**src/hw/rtl/rrms_pkg.sv**
```systemverilog
`timescale 1ns / 1ps
// Package for the register rename map and ready scoreboard.
// Field widths, stream packing, action and config codes, reset-value helpers.
// No dependencies.
package rrms_pkg;

    // fixed field widths
    localparam int ACTION_W = 3;
    localparam int ARCH_W   = 7;
    localparam int PHYS_W   = 8;
    localparam int FINT_W   = 6;
    localparam int FFLT_W   = 8;
    localparam int ZERO_W   = 7;

    // input stream packing: action in tuser, rest in tdata
    localparam int S_ARCH_LSB  = 0;
    localparam int S_PHYS_LSB  = S_ARCH_LSB + ARCH_W;
    localparam int S_FINT_LSB  = S_PHYS_LSB + PHYS_W;
    localparam int S_FFLT_LSB  = S_FINT_LSB + FINT_W;
    localparam int S_USED_W    = S_FFLT_LSB + FFLT_W;
    localparam int S_TDATA_W   = ((S_USED_W + 7) / 8) * 8;

    // output stream packing: bad_request in tuser, rest in tdata
    localparam int M_USED_W    = 2 * PHYS_W + 3;
    localparam int M_TDATA_W   = ((M_USED_W + 7) / 8) * 8;
    localparam int M_PAD_W     = M_TDATA_W - M_USED_W;

    // config port
    localparam int CFG_IDX_W   = 1;
    localparam logic [CFG_IDX_W-1:0] CFG_INT_ZERO   = 1'b0;
    localparam logic [CFG_IDX_W-1:0] CFG_FLOAT_ZERO = 1'b1;
    localparam logic [ZERO_W-1:0]    RST_INT_ZERO   = 7'd31;
    localparam logic [ZERO_W-1:0]    RST_FLOAT_ZERO = 7'd63;

    // default geometry
    localparam int DEF_NUM_LOG_INT    = 32;
    localparam int DEF_NUM_PHYS_INT   = 64;
    localparam int DEF_NUM_LOG_FLOAT  = 32;
    localparam int DEF_NUM_PHYS_FLOAT = 64;
    localparam int DEF_NUM_MISC       = 8;

    typedef enum logic [ACTION_W-1:0] {
        ACT_RENAME = 3'd0,
        ACT_LOOKUP = 3'd1,
        ACT_QUERY  = 3'd2,
        ACT_SET    = 3'd3,
        ACT_MARK   = 3'd4
    } action_t;

    // map entry after reset: identity for int, offset into float bank for float
    function automatic logic [PHYS_W-1:0] map_reset_val(
        input int idx, input int n_log_int, input int n_phys_int);
        if (idx < n_log_int) begin
            return PHYS_W'(idx);
        end
        return PHYS_W'(n_phys_int + idx - n_log_int);
    endfunction

    // scoreboard bit after reset
    function automatic logic ready_reset_val(
        input int idx, input int n_log_int, input int n_phys_int,
        input int n_log_float, input int n_phys_float);
        return (idx < n_log_int) ||
               ((idx >= n_phys_int) && (idx < n_phys_int + n_log_float)) ||
               (idx >= n_phys_int + n_phys_float);
    endfunction

endpackage

```
**src/hw/rtl/register_rename_map_scoreboard.sv**
```systemverilog
`timescale 1ns / 1ps
// Register rename map with ready scoreboard, top level.
// Uses rrms_pkg for field packing, action codes and reset values.
//
//  channel   dir  handshake           tdata (low bit up)                 tuser
//  s_        in   s_tvalid/s_tready   arch index, phys index,            action
//                                     free int reg, free float reg, pad
//  m_        out  m_tvalid/m_tready   mapped_reg, prev_mapped_reg,       bad_request
//                                     is_ready, took_int_free,
//                                     took_float_free, zero pad
//  cfg_      in   cfg_wr_en           cfg_addr selects register, cfg_wdata
//
// On accept the block issues the synchronous reads of the map and scoreboard
// memories; then, in exec, it writes back and loads the output register.
// A new item is not taken while one is in exec, since the memory reads are
// registered.
// Reset clears per-entry valid flags; an entry not yet written reads as its
// reset value, so there is no clearing pass. A held result blocks the next item.
module register_rename_map_scoreboard #(
    parameter int NUM_LOG_INT    = rrms_pkg::DEF_NUM_LOG_INT,
    parameter int NUM_PHYS_INT   = rrms_pkg::DEF_NUM_PHYS_INT,
    parameter int NUM_LOG_FLOAT  = rrms_pkg::DEF_NUM_LOG_FLOAT,
    parameter int NUM_PHYS_FLOAT = rrms_pkg::DEF_NUM_PHYS_FLOAT,
    parameter int NUM_MISC       = rrms_pkg::DEF_NUM_MISC
) (
    input  logic                              aclk,
    input  logic                              aresetn,
    input  logic                              cfg_wr_en,
    input  logic [rrms_pkg::CFG_IDX_W-1:0]    cfg_addr,
    input  logic [rrms_pkg::ZERO_W-1:0]       cfg_wdata,
    input  logic                              s_tvalid,
    output logic                              s_tready,
    // arch index, phys index, free int reg, free float reg, pad
    input  logic [rrms_pkg::S_TDATA_W-1:0]    s_tdata,
    // action
    input  logic [rrms_pkg::ACTION_W-1:0]     s_tuser,
    output logic                              m_tvalid,
    input  logic                              m_tready,
    // mapped_reg, prev_mapped_reg, is_ready, took_int_free, took_float_free, pad
    output logic [rrms_pkg::M_TDATA_W-1:0]    m_tdata,
    // bad_request
    output logic [0:0]                        m_tuser
);
    import rrms_pkg::*;

    localparam int LOG_TOTAL   = NUM_LOG_INT + NUM_LOG_FLOAT;
    localparam int PHYS_TOTAL  = NUM_PHYS_INT + NUM_PHYS_FLOAT;
    localparam int READY_DEPTH = PHYS_TOTAL + NUM_MISC;
    localparam int MAP_AW      = $clog2(LOG_TOTAL);
    localparam int RDY_AW      = $clog2(READY_DEPTH);

    // config registers
    logic [ZERO_W-1:0] int_zero_reg;
    logic [ZERO_W-1:0] float_zero_reg;

    // control
    logic busy_reg;
    logic m_tvalid_reg;
    logic accept;

    // accepted item
    logic [ACTION_W-1:0] in_act_reg;
    logic [ARCH_W-1:0]   in_aidx_reg;
    logic [PHYS_W-1:0]   in_pidx_reg;
    logic [FINT_W-1:0]   in_fint_reg;
    logic [FFLT_W-1:0]   in_fflt_reg;

    // input fields
    logic [ARCH_W-1:0] s_arch;
    logic [PHYS_W-1:0] s_phys;

    // memories and their valid flags
    logic [PHYS_W-1:0]      map_mem [LOG_TOTAL];
    logic                   ready_mem [READY_DEPTH];
    logic [LOG_TOTAL-1:0]   map_vld_reg;
    logic [READY_DEPTH-1:0] rdy_vld_reg;

    logic [MAP_AW-1:0] map_raddr;
    logic [RDY_AW-1:0] rdy_raddr;
    logic [PHYS_W-1:0] map_rd_reg;
    logic              map_rd_vld_reg;
    logic              rdy_rd_reg;
    logic              rdy_rd_vld_reg;

    logic [PHYS_W-1:0] map_cur;
    logic              rdy_cur;

    // write-back
    logic              map_we;
    logic [MAP_AW-1:0] map_waddr;
    logic [PHYS_W-1:0] map_wdata;
    logic              rdy_we;
    logic [RDY_AW-1:0] rdy_waddr;
    logic              rdy_wdata;

    // decode of the held item
    logic              is_int;
    logic              is_flt;
    logic              is_misc;
    logic              fint_ok;
    logic              fflt_ok;
    logic              phys_in_bank;
    logic              phys_in_rdy;
    logic [RDY_AW-1:0] slot_idx;
    logic [PHYS_W-1:0] slot_val;

    // result
    logic [PHYS_W-1:0] res_mapped;
    logic [PHYS_W-1:0] res_prev;
    logic              res_rdy;
    logic              res_tint;
    logic              res_tflt;
    logic              res_bad;

    logic [PHYS_W-1:0] m_mapped_reg;
    logic [PHYS_W-1:0] m_prev_reg;
    logic              m_rdy_reg;
    logic              m_tint_reg;
    logic              m_tflt_reg;
    logic              m_bad_reg;

    assign s_arch = s_tdata[S_ARCH_LSB +: ARCH_W];
    assign s_phys = s_tdata[S_PHYS_LSB +: PHYS_W];

    // one item in flight; output slot must be free or emptying
    assign s_tready = !busy_reg && (!m_tvalid_reg || m_tready);
    assign accept   = s_tvalid && s_tready;

    assign map_raddr = (int'(s_arch) < LOG_TOTAL)   ? MAP_AW'(s_arch) : '0;
    assign rdy_raddr = (int'(s_phys) < READY_DEPTH) ? RDY_AW'(s_phys) : '0;

    // --- config writes ---
    always_ff @(posedge aclk) begin
        if (!aresetn) begin
            int_zero_reg   <= RST_INT_ZERO;
            float_zero_reg <= RST_FLOAT_ZERO;
        end else if (cfg_wr_en) begin
            unique case (cfg_addr)
                CFG_INT_ZERO:   int_zero_reg   <= cfg_wdata;
                CFG_FLOAT_ZERO: float_zero_reg <= cfg_wdata;
                default: ;
            endcase
        end
    end

    // --- control ---
    always_ff @(posedge aclk) begin
        if (!aresetn) begin
            busy_reg     <= 1'b0;
            m_tvalid_reg <= 1'b0;
        end else begin
            busy_reg <= accept;
            if (busy_reg) begin
                m_tvalid_reg <= 1'b1;
            end else if (m_tready) begin
                m_tvalid_reg <= 1'b0;
            end
        end
    end

    // --- item capture ---
    always_ff @(posedge aclk) begin
        if (accept) begin
            in_act_reg  <= s_tuser;
            in_aidx_reg <= s_arch;
            in_pidx_reg <= s_phys;
            in_fint_reg <= s_tdata[S_FINT_LSB +: FINT_W];
            in_fflt_reg <= s_tdata[S_FFLT_LSB +: FFLT_W];
        end
    end

    // --- memories: read on accept, write back in the exec cycle ---
    always_ff @(posedge aclk) begin
        if (accept) begin
            map_rd_reg     <= map_mem[map_raddr];
            rdy_rd_reg     <= ready_mem[rdy_raddr];
            map_rd_vld_reg <= map_vld_reg[map_raddr];
            rdy_rd_vld_reg <= rdy_vld_reg[rdy_raddr];
        end
        if (map_we) begin
            map_mem[map_waddr] <= map_wdata;
        end
        if (rdy_we) begin
            ready_mem[rdy_waddr] <= rdy_wdata;
        end
    end

    always_ff @(posedge aclk) begin
        if (!aresetn) begin
            map_vld_reg <= '0;
            rdy_vld_reg <= '0;
        end else begin
            if (map_we) begin
                map_vld_reg[map_waddr] <= 1'b1;
            end
            if (rdy_we) begin
                rdy_vld_reg[rdy_waddr] <= 1'b1;
            end
        end
    end

    // unwritten entries read as their reset value
    assign map_cur = map_rd_vld_reg ? map_rd_reg
                   : map_reset_val(int'(in_aidx_reg), NUM_LOG_INT, NUM_PHYS_INT);
    assign rdy_cur = rdy_rd_vld_reg ? rdy_rd_reg
                   : ready_reset_val(int'(in_pidx_reg), NUM_LOG_INT, NUM_PHYS_INT,
                                     NUM_LOG_FLOAT, NUM_PHYS_FLOAT);

    // --- decode ---
    assign is_int  = int'(in_aidx_reg) < NUM_LOG_INT;
    assign is_flt  = !is_int && (int'(in_aidx_reg) < LOG_TOTAL);
    assign is_misc = (int'(in_aidx_reg) >= LOG_TOTAL) &&
                     (int'(in_aidx_reg) < LOG_TOTAL + NUM_MISC);
    assign fint_ok = (int'(in_fint_reg) < NUM_PHYS_INT) &&
                     (int'(in_fint_reg) < READY_DEPTH);
    assign fflt_ok = (int'(in_fflt_reg) >= NUM_PHYS_INT) &&
                     (int'(in_fflt_reg) < PHYS_TOTAL);
    assign phys_in_bank = int'(in_pidx_reg) < PHYS_TOTAL;
    assign phys_in_rdy  = int'(in_pidx_reg) < READY_DEPTH;
    // fixed scoreboard slot of a misc register
    assign slot_idx = RDY_AW'(PHYS_TOTAL - LOG_TOTAL + int'(in_aidx_reg));
    assign slot_val = PHYS_W'(PHYS_TOTAL - LOG_TOTAL + int'(in_aidx_reg));

    // --- execute ---
    always_comb begin
        res_mapped = '0;
        res_prev   = '0;
        res_rdy    = 1'b0;
        res_tint   = 1'b0;
        res_tflt   = 1'b0;
        res_bad    = 1'b0;
        map_we     = 1'b0;
        map_waddr  = is_int || is_flt ? MAP_AW'(in_aidx_reg) : '0;
        map_wdata  = '0;
        rdy_we     = 1'b0;
        rdy_waddr  = '0;
        rdy_wdata  = 1'b0;
        if (busy_reg) begin
            unique case (action_t'(in_act_reg))
                ACT_RENAME: begin
                    if (is_int) begin
                        if (in_aidx_reg == int_zero_reg) begin
                            // zero register: report only
                            res_mapped = PHYS_W'(int_zero_reg);
                            res_prev   = map_cur;
                        end else if (fint_ok) begin
                            res_prev   = map_cur;
                            res_mapped = PHYS_W'(in_fint_reg);
                            res_tint   = 1'b1;
                            map_we     = 1'b1;
                            map_wdata  = PHYS_W'(in_fint_reg);
                            rdy_we     = 1'b1;
                            rdy_waddr  = RDY_AW'(in_fint_reg);
                        end else begin
                            res_bad = 1'b1;
                        end
                    end else if (is_flt) begin
                        if (in_aidx_reg == float_zero_reg) begin
                            res_mapped = PHYS_W'(float_zero_reg);
                            res_prev   = map_cur;
                        end else if (fflt_ok) begin
                            res_prev   = map_cur;
                            res_mapped = in_fflt_reg;
                            res_tflt   = 1'b1;
                            map_we     = 1'b1;
                            map_wdata  = in_fflt_reg;
                            rdy_we     = 1'b1;
                            rdy_waddr  = RDY_AW'(in_fflt_reg);
                        end else begin
                            res_bad = 1'b1;
                        end
                    end else if (is_misc) begin
                        res_mapped = slot_val;
                        res_prev   = slot_val;
                        rdy_we     = 1'b1;
                        rdy_waddr  = slot_idx;
                    end else begin
                        res_bad = 1'b1;
                    end
                end
                ACT_LOOKUP: begin
                    if (is_int || is_flt) begin
                        res_mapped = map_cur;
                    end else if (is_misc) begin
                        res_mapped = slot_val;
                    end else begin
                        res_bad = 1'b1;
                    end
                end
                ACT_QUERY: begin
                    if (phys_in_rdy) begin
                        res_rdy = rdy_cur;
                    end else begin
                        res_bad = 1'b1;
                    end
                end
                ACT_SET: begin
                    if ((is_int || is_flt) && phys_in_bank) begin
                        map_we    = 1'b1;
                        map_wdata = in_pidx_reg;
                    end else begin
                        res_bad = 1'b1;
                    end
                end
                ACT_MARK: begin
                    if (phys_in_rdy) begin
                        rdy_we    = 1'b1;
                        rdy_waddr = RDY_AW'(in_pidx_reg);
                        rdy_wdata = 1'b1;
                    end else begin
                        res_bad = 1'b1;
                    end
                end
                default: res_bad = 1'b1;
            endcase
        end
    end

    // --- output register ---
    always_ff @(posedge aclk) begin
        if (busy_reg) begin
            m_mapped_reg <= res_mapped;
            m_prev_reg   <= res_prev;
            m_rdy_reg    <= res_rdy;
            m_tint_reg   <= res_tint;
            m_tflt_reg   <= res_tflt;
            m_bad_reg    <= res_bad;
        end
    end

    assign m_tvalid = m_tvalid_reg;
    assign m_tdata  = {{M_PAD_W{1'b0}}, m_tflt_reg, m_tint_reg, m_rdy_reg,
                       m_prev_reg, m_mapped_reg};
    assign m_tuser  = m_bad_reg;

`ifndef SYNTHESIS
    // an accepted item is always in exec on the next cycle
    a_accept_to_exec: assert property (@(posedge aclk) disable iff (!aresetn)
        (s_tvalid && s_tready) |=> busy_reg)
        else $error("accepted item did not enter exec");

    // exec always delivers a result, and exec has ended by the next cycle
    a_exec_to_result: assert property (@(posedge aclk) disable iff (!aresetn)
        busy_reg |=> (m_tvalid && !busy_reg))
        else $error("exec did not produce a result");

    // a rejected request never reports a consumed free register
    a_bad_no_take: assert property (@(posedge aclk) disable iff (!aresetn)
        (m_tvalid && m_tuser[0]) |-> (!m_tint_reg && !m_tflt_reg))
        else $error("bad request with free register taken");

    // no write-back outside exec
    a_write_in_exec: assert property (@(posedge aclk) disable iff (!aresetn)
        (map_we || rdy_we) |-> busy_reg)
        else $error("memory write outside exec");
`endif

endmodule
```
**config.mk**
```make
export PLATFORM = sky130hd
export DESIGN_NAME = register_rename_map_scoreboard
export DESIGN_NICKNAME = d
export VERILOG_FILES = /design/src/hw/rtl/rrms_pkg.sv /design/src/hw/rtl/register_rename_map_scoreboard.sv
export SDC_FILE = /design/constraint.sdc
export NUM_CORES = 1
export LEC_CHECK = 0
export ABC_AREA = 1
export BUFFER_PORTS_ARGS = -buffer_cell sky130_fd_sc_hd__buf_2
export CAP_MARGIN = 20
export CORE_AREA = 2 2 333 335
export DETAILED_ROUTE_END_ITERATION = 7
export DIE_AREA = 0 0 335 337
export PLACE_DENSITY = 0.61
export SETUP_SLACK_MARGIN = 0.4
export SLEW_MARGIN = 5
export SYNTH_ARGS = -nofsm -noshare
export SYNTH_HDL_FRONTEND = slang
export SYNTH_SLANG_ARGS = --single-unit
```
**constraint.sdc**
```tcl
create_clock -name aclk -period 15.7 [get_ports aclk]
set_input_delay 0 -clock aclk [delete_from_list [all_inputs] [get_ports aclk]]
set_output_delay 0 -clock aclk [all_outputs]
set_load 0.01 [all_outputs]
```
==> flow_metrics.tcl <==
set metrics [dict create \
    use_met2 0.293 \
    core-area_mm2 0.110 \
    antenna_left 0 \
    slowest_stage "inv_2" \
    antenna_found_initial 0 \
    placement.io_buffers 66 \
    cts_buffer_depth 3 \
    viasPerCell 5.13 \
    finalClockSkew_ps 27.3 \
    hpwlAfterDp_um 58500 \
    rsz0062_at_grt "false" \
    final_common_cell "edfxtp_1" \
    syn_inst 3844 \
    grt-ovfl-total 0 \
    post_cts_buffers 0 \
    yosysTopAreaCellShare 0.531 \
    drt-initial-drc-count 2651 \
    cts_tree "done" \
    largest_reg_flops 512 \
    clock_tree.root_cell "clkbuf_16" \
    die_h_um 337 \
    floorplan.initialDensity 0.367 \
    arrival_ps 4540 \
    crit_path_start_kind "primary input" \
    grt_max_degree 131 \
    die_w_um 335 \
    reg2regPathDepth 9 \
    drive_above_1_share 0.118 \
    syn_area_mm2 0.0402 \
    async_flop_share 0 \
    yosys-top-cells-area "edfxtp_1, dfxtp_1, inv_1, nand2_1, o211ai_1" \
    drt-wirelength-per-cell_um 18.6 \
    drv_slew 0 \
    postCtsResizedCells 0 \
    dieArea_mm2 0.113 \
    critPathCapture "rdy_rd_vld_reg" \
    wl_um 101000 \
    cp.required_ps 16240 \
    synth-seq-cells 927 \
    netlist-cell-type-count 52 \
    p_total_uw 5130 \
    crit_type "in2reg" \
    crit_fanout 59 \
    cp-end-kind "register" \
    num_vias 27900 \
    drc 0 \
    slew_headroom 0.234 \
    setup_tns_ps 0 \
    synth-main-ff-cell "edfxtp_1" \
    worst_slack_ps 11700 \
    path_clk_slew_ps 60 \
    setup_viol 0 \
    pin_count 75 \
    fin_crit_sh 0.255 \
    clock_latency_ps 680 \
    cts.sinks 927 \
    syn_area_per_cell_um2 10.5 \
    finalCriticalPeriod_ps 4000 \
    rr_startpoint "in_aidx_reg[6]" \
    numCtsBuffers 94 \
    max_clock_freq_mhz 250 \
    syn2layout_area_growth_pct 13.4 \
    grt_pass1_vias 26800 \
    crit_top_cell "nand3_1" \
    dp_slack_ps 11640 \
    gr-usage-met1 0.241 \
    track_usage 0.177 \
    top_usage_layer "met2" \
    outcome "finished clean" \
    final_cell_mix "edfxtp_1, inv_1, nand2_1" \
    synth_edf_count 711 \
    n_antenna_cell 0 \
    hold_class "in2reg" \
    p_leak_uw 0.0159 \
    dr.pass1.iters 6 \
    r2r_end "map_mem[34][5]" \
    nets 3992 \
    worstPathCellList "dlygate4sd3_1 > buf_2 > nor2_1 > nand3_1 > nand2_2 > buf_4 > buf_4 > nand2_2 > buf_4 > inv_2 > o211ai_1 > nand3_1 > nand3_1 > nand3_1 > nand3_1 > nand2_1 > nand3_1 > nand2_1" \
    synth.largest_area_cell "edfxtp_1" \
    grt_pass1_wl_um 156000 \
    cp-startpoint "s_tdata[11]" \
    drv_cap 0 \
    gp_congestion 0.881 \
    slowest_delay_ps 800 \
    hold_viol 0 \
    cellPowerDensity_mw_per_mm2 113 \
    met3_usage 0.0235 \
    tightest_slew_ps 1140 \
    synth-seq-area-share 0.639 \
    rows 122 \
    ff2ff_setup_slack_ps 11850 \
    peakVddDrop_mv 0.0749 \
    fin_util 0.416 \
    htreeDepth 3 \
    ys_warn_count 0 \
    holdPathStages 2 \
]
worst min-delay path by stage:
stage | startpoint | to
floorplan | s_tuser[0] | in_act_reg[0]
global placement | s_tuser[1] | in_act_reg[1]
detailed placement | s_tdata[17] | in_fint_reg[2]
CTS | s_tdata[26] | in_fflt_reg[5]
global route | s_tdata[18] | in_fint_reg[3]
finish | s_tdata[25] | in_fflt_reg[4]
critical path, delay by kind of cell:
kind | cells | cell delay, ps
buffers and inverters | 6 | 2900
AND/OR/NAND/NOR | 11 | 1390
AO/OA/AOI/OAI | 1 | 180
synthesized netlist by cell type (7+ instances only):
| master | instances |
|---|---|
| nor2_2 | 8 |
| nor3_1 | 14 |
| o221ai_1 | 10 |
| inv_2 | 14 |
| clkbuf_1 | 168 |
| nor2_4 | 25 |
| nand3_1 | 296 |
| nand3b_1 | 27 |
| o211ai_1 | 218 |
| nand2_2 | 18 |
| nor2_1 | 403 |
| or2_2 | 135 |
| a21oi_1 | 224 |
| dfxtp_1 | 216 |
| nor3_4 | 7 |
| xor2_1 | 8 |
| o21ai_0 | 91 |
| a31oi_1 | 14 |
| clkinv_1 | 7 |
| o31ai_1 | 64 |
| o311ai_0 | 72 |
| o2111ai_1 | 7 |
| buf_4 | 11 |
| nand2_1 | 469 |
| edfxtp_1 | 711 |
| inv_1 | 502 |
| buf_1 | 32 |
| a22oi_1 | 12 |
power breakdown:
part / switching, µW / internal, µW / total [µW] / leakage (µW)
combinational: 225 / 82.9 / 308 / 0.00735
sequential: 12.1 / 2630 / 2650 / 0.00708
clock: 949 / 1230 / 2180 / 0.00146
total: 1190 / 3940 / 5130 / 0.0159
what timing repair did:
| item | in CTS | in global routing |
|---|---|---|
| setup endpoints to repair | 0 | 0 |
| endpoints found under the hold margin | 53 | 0 |
| hold buffers | 52 | 0 |
kinds of logic after synthesis:
family                     Yosys count  share of synthesized area
adders and majority gates            6                    0.00187
AOI/OAI and AO/OA                  733                      0.120
buffers and inverters              747                     0.0721
DFF                                927                      0.639
xor gates and xnor gates            10                    0.00218
and+or+nand+nor                   1420                      0.165
other                                1                  0.0000933
final cells by class:
class | instances | area [µm²]
clock inverter | 29 | 308
fill | 10400 | 64000
multi-input combinational | 2238 | 12000
clock buffer | 145 | 2700
timing repair buffer | 153 | 1120
inverter | 524 | 1990
tap | 1426 | 1780
sequential | 927 | 25700
stage by stage:
| stage | instances | hold WS (ps) | instance area, µm² |
|---|---|---|---|
| floorplan | 3912 | 98.9 | 40500 |
| global placement | 5215 | 180 | 42000 |
| detailed placement | 5215 | 178 | 42000 |
| CTS | 5441 | 3.52 | 45600 |
| global route | 5442 | 35.7 | 45600 |
| finish | 5442 | 44.6 | 45600 |
metal layers:
metal / part of all wire / vias to the layer above
li1: - / 13400
met5: 0 / -
met1: 0.44 / 13500
met2: 0.47 / 861
met3: 0.059 / 182
met4: 0.027 / 0
Note: power is estimated with default switching activity, not from simulation.
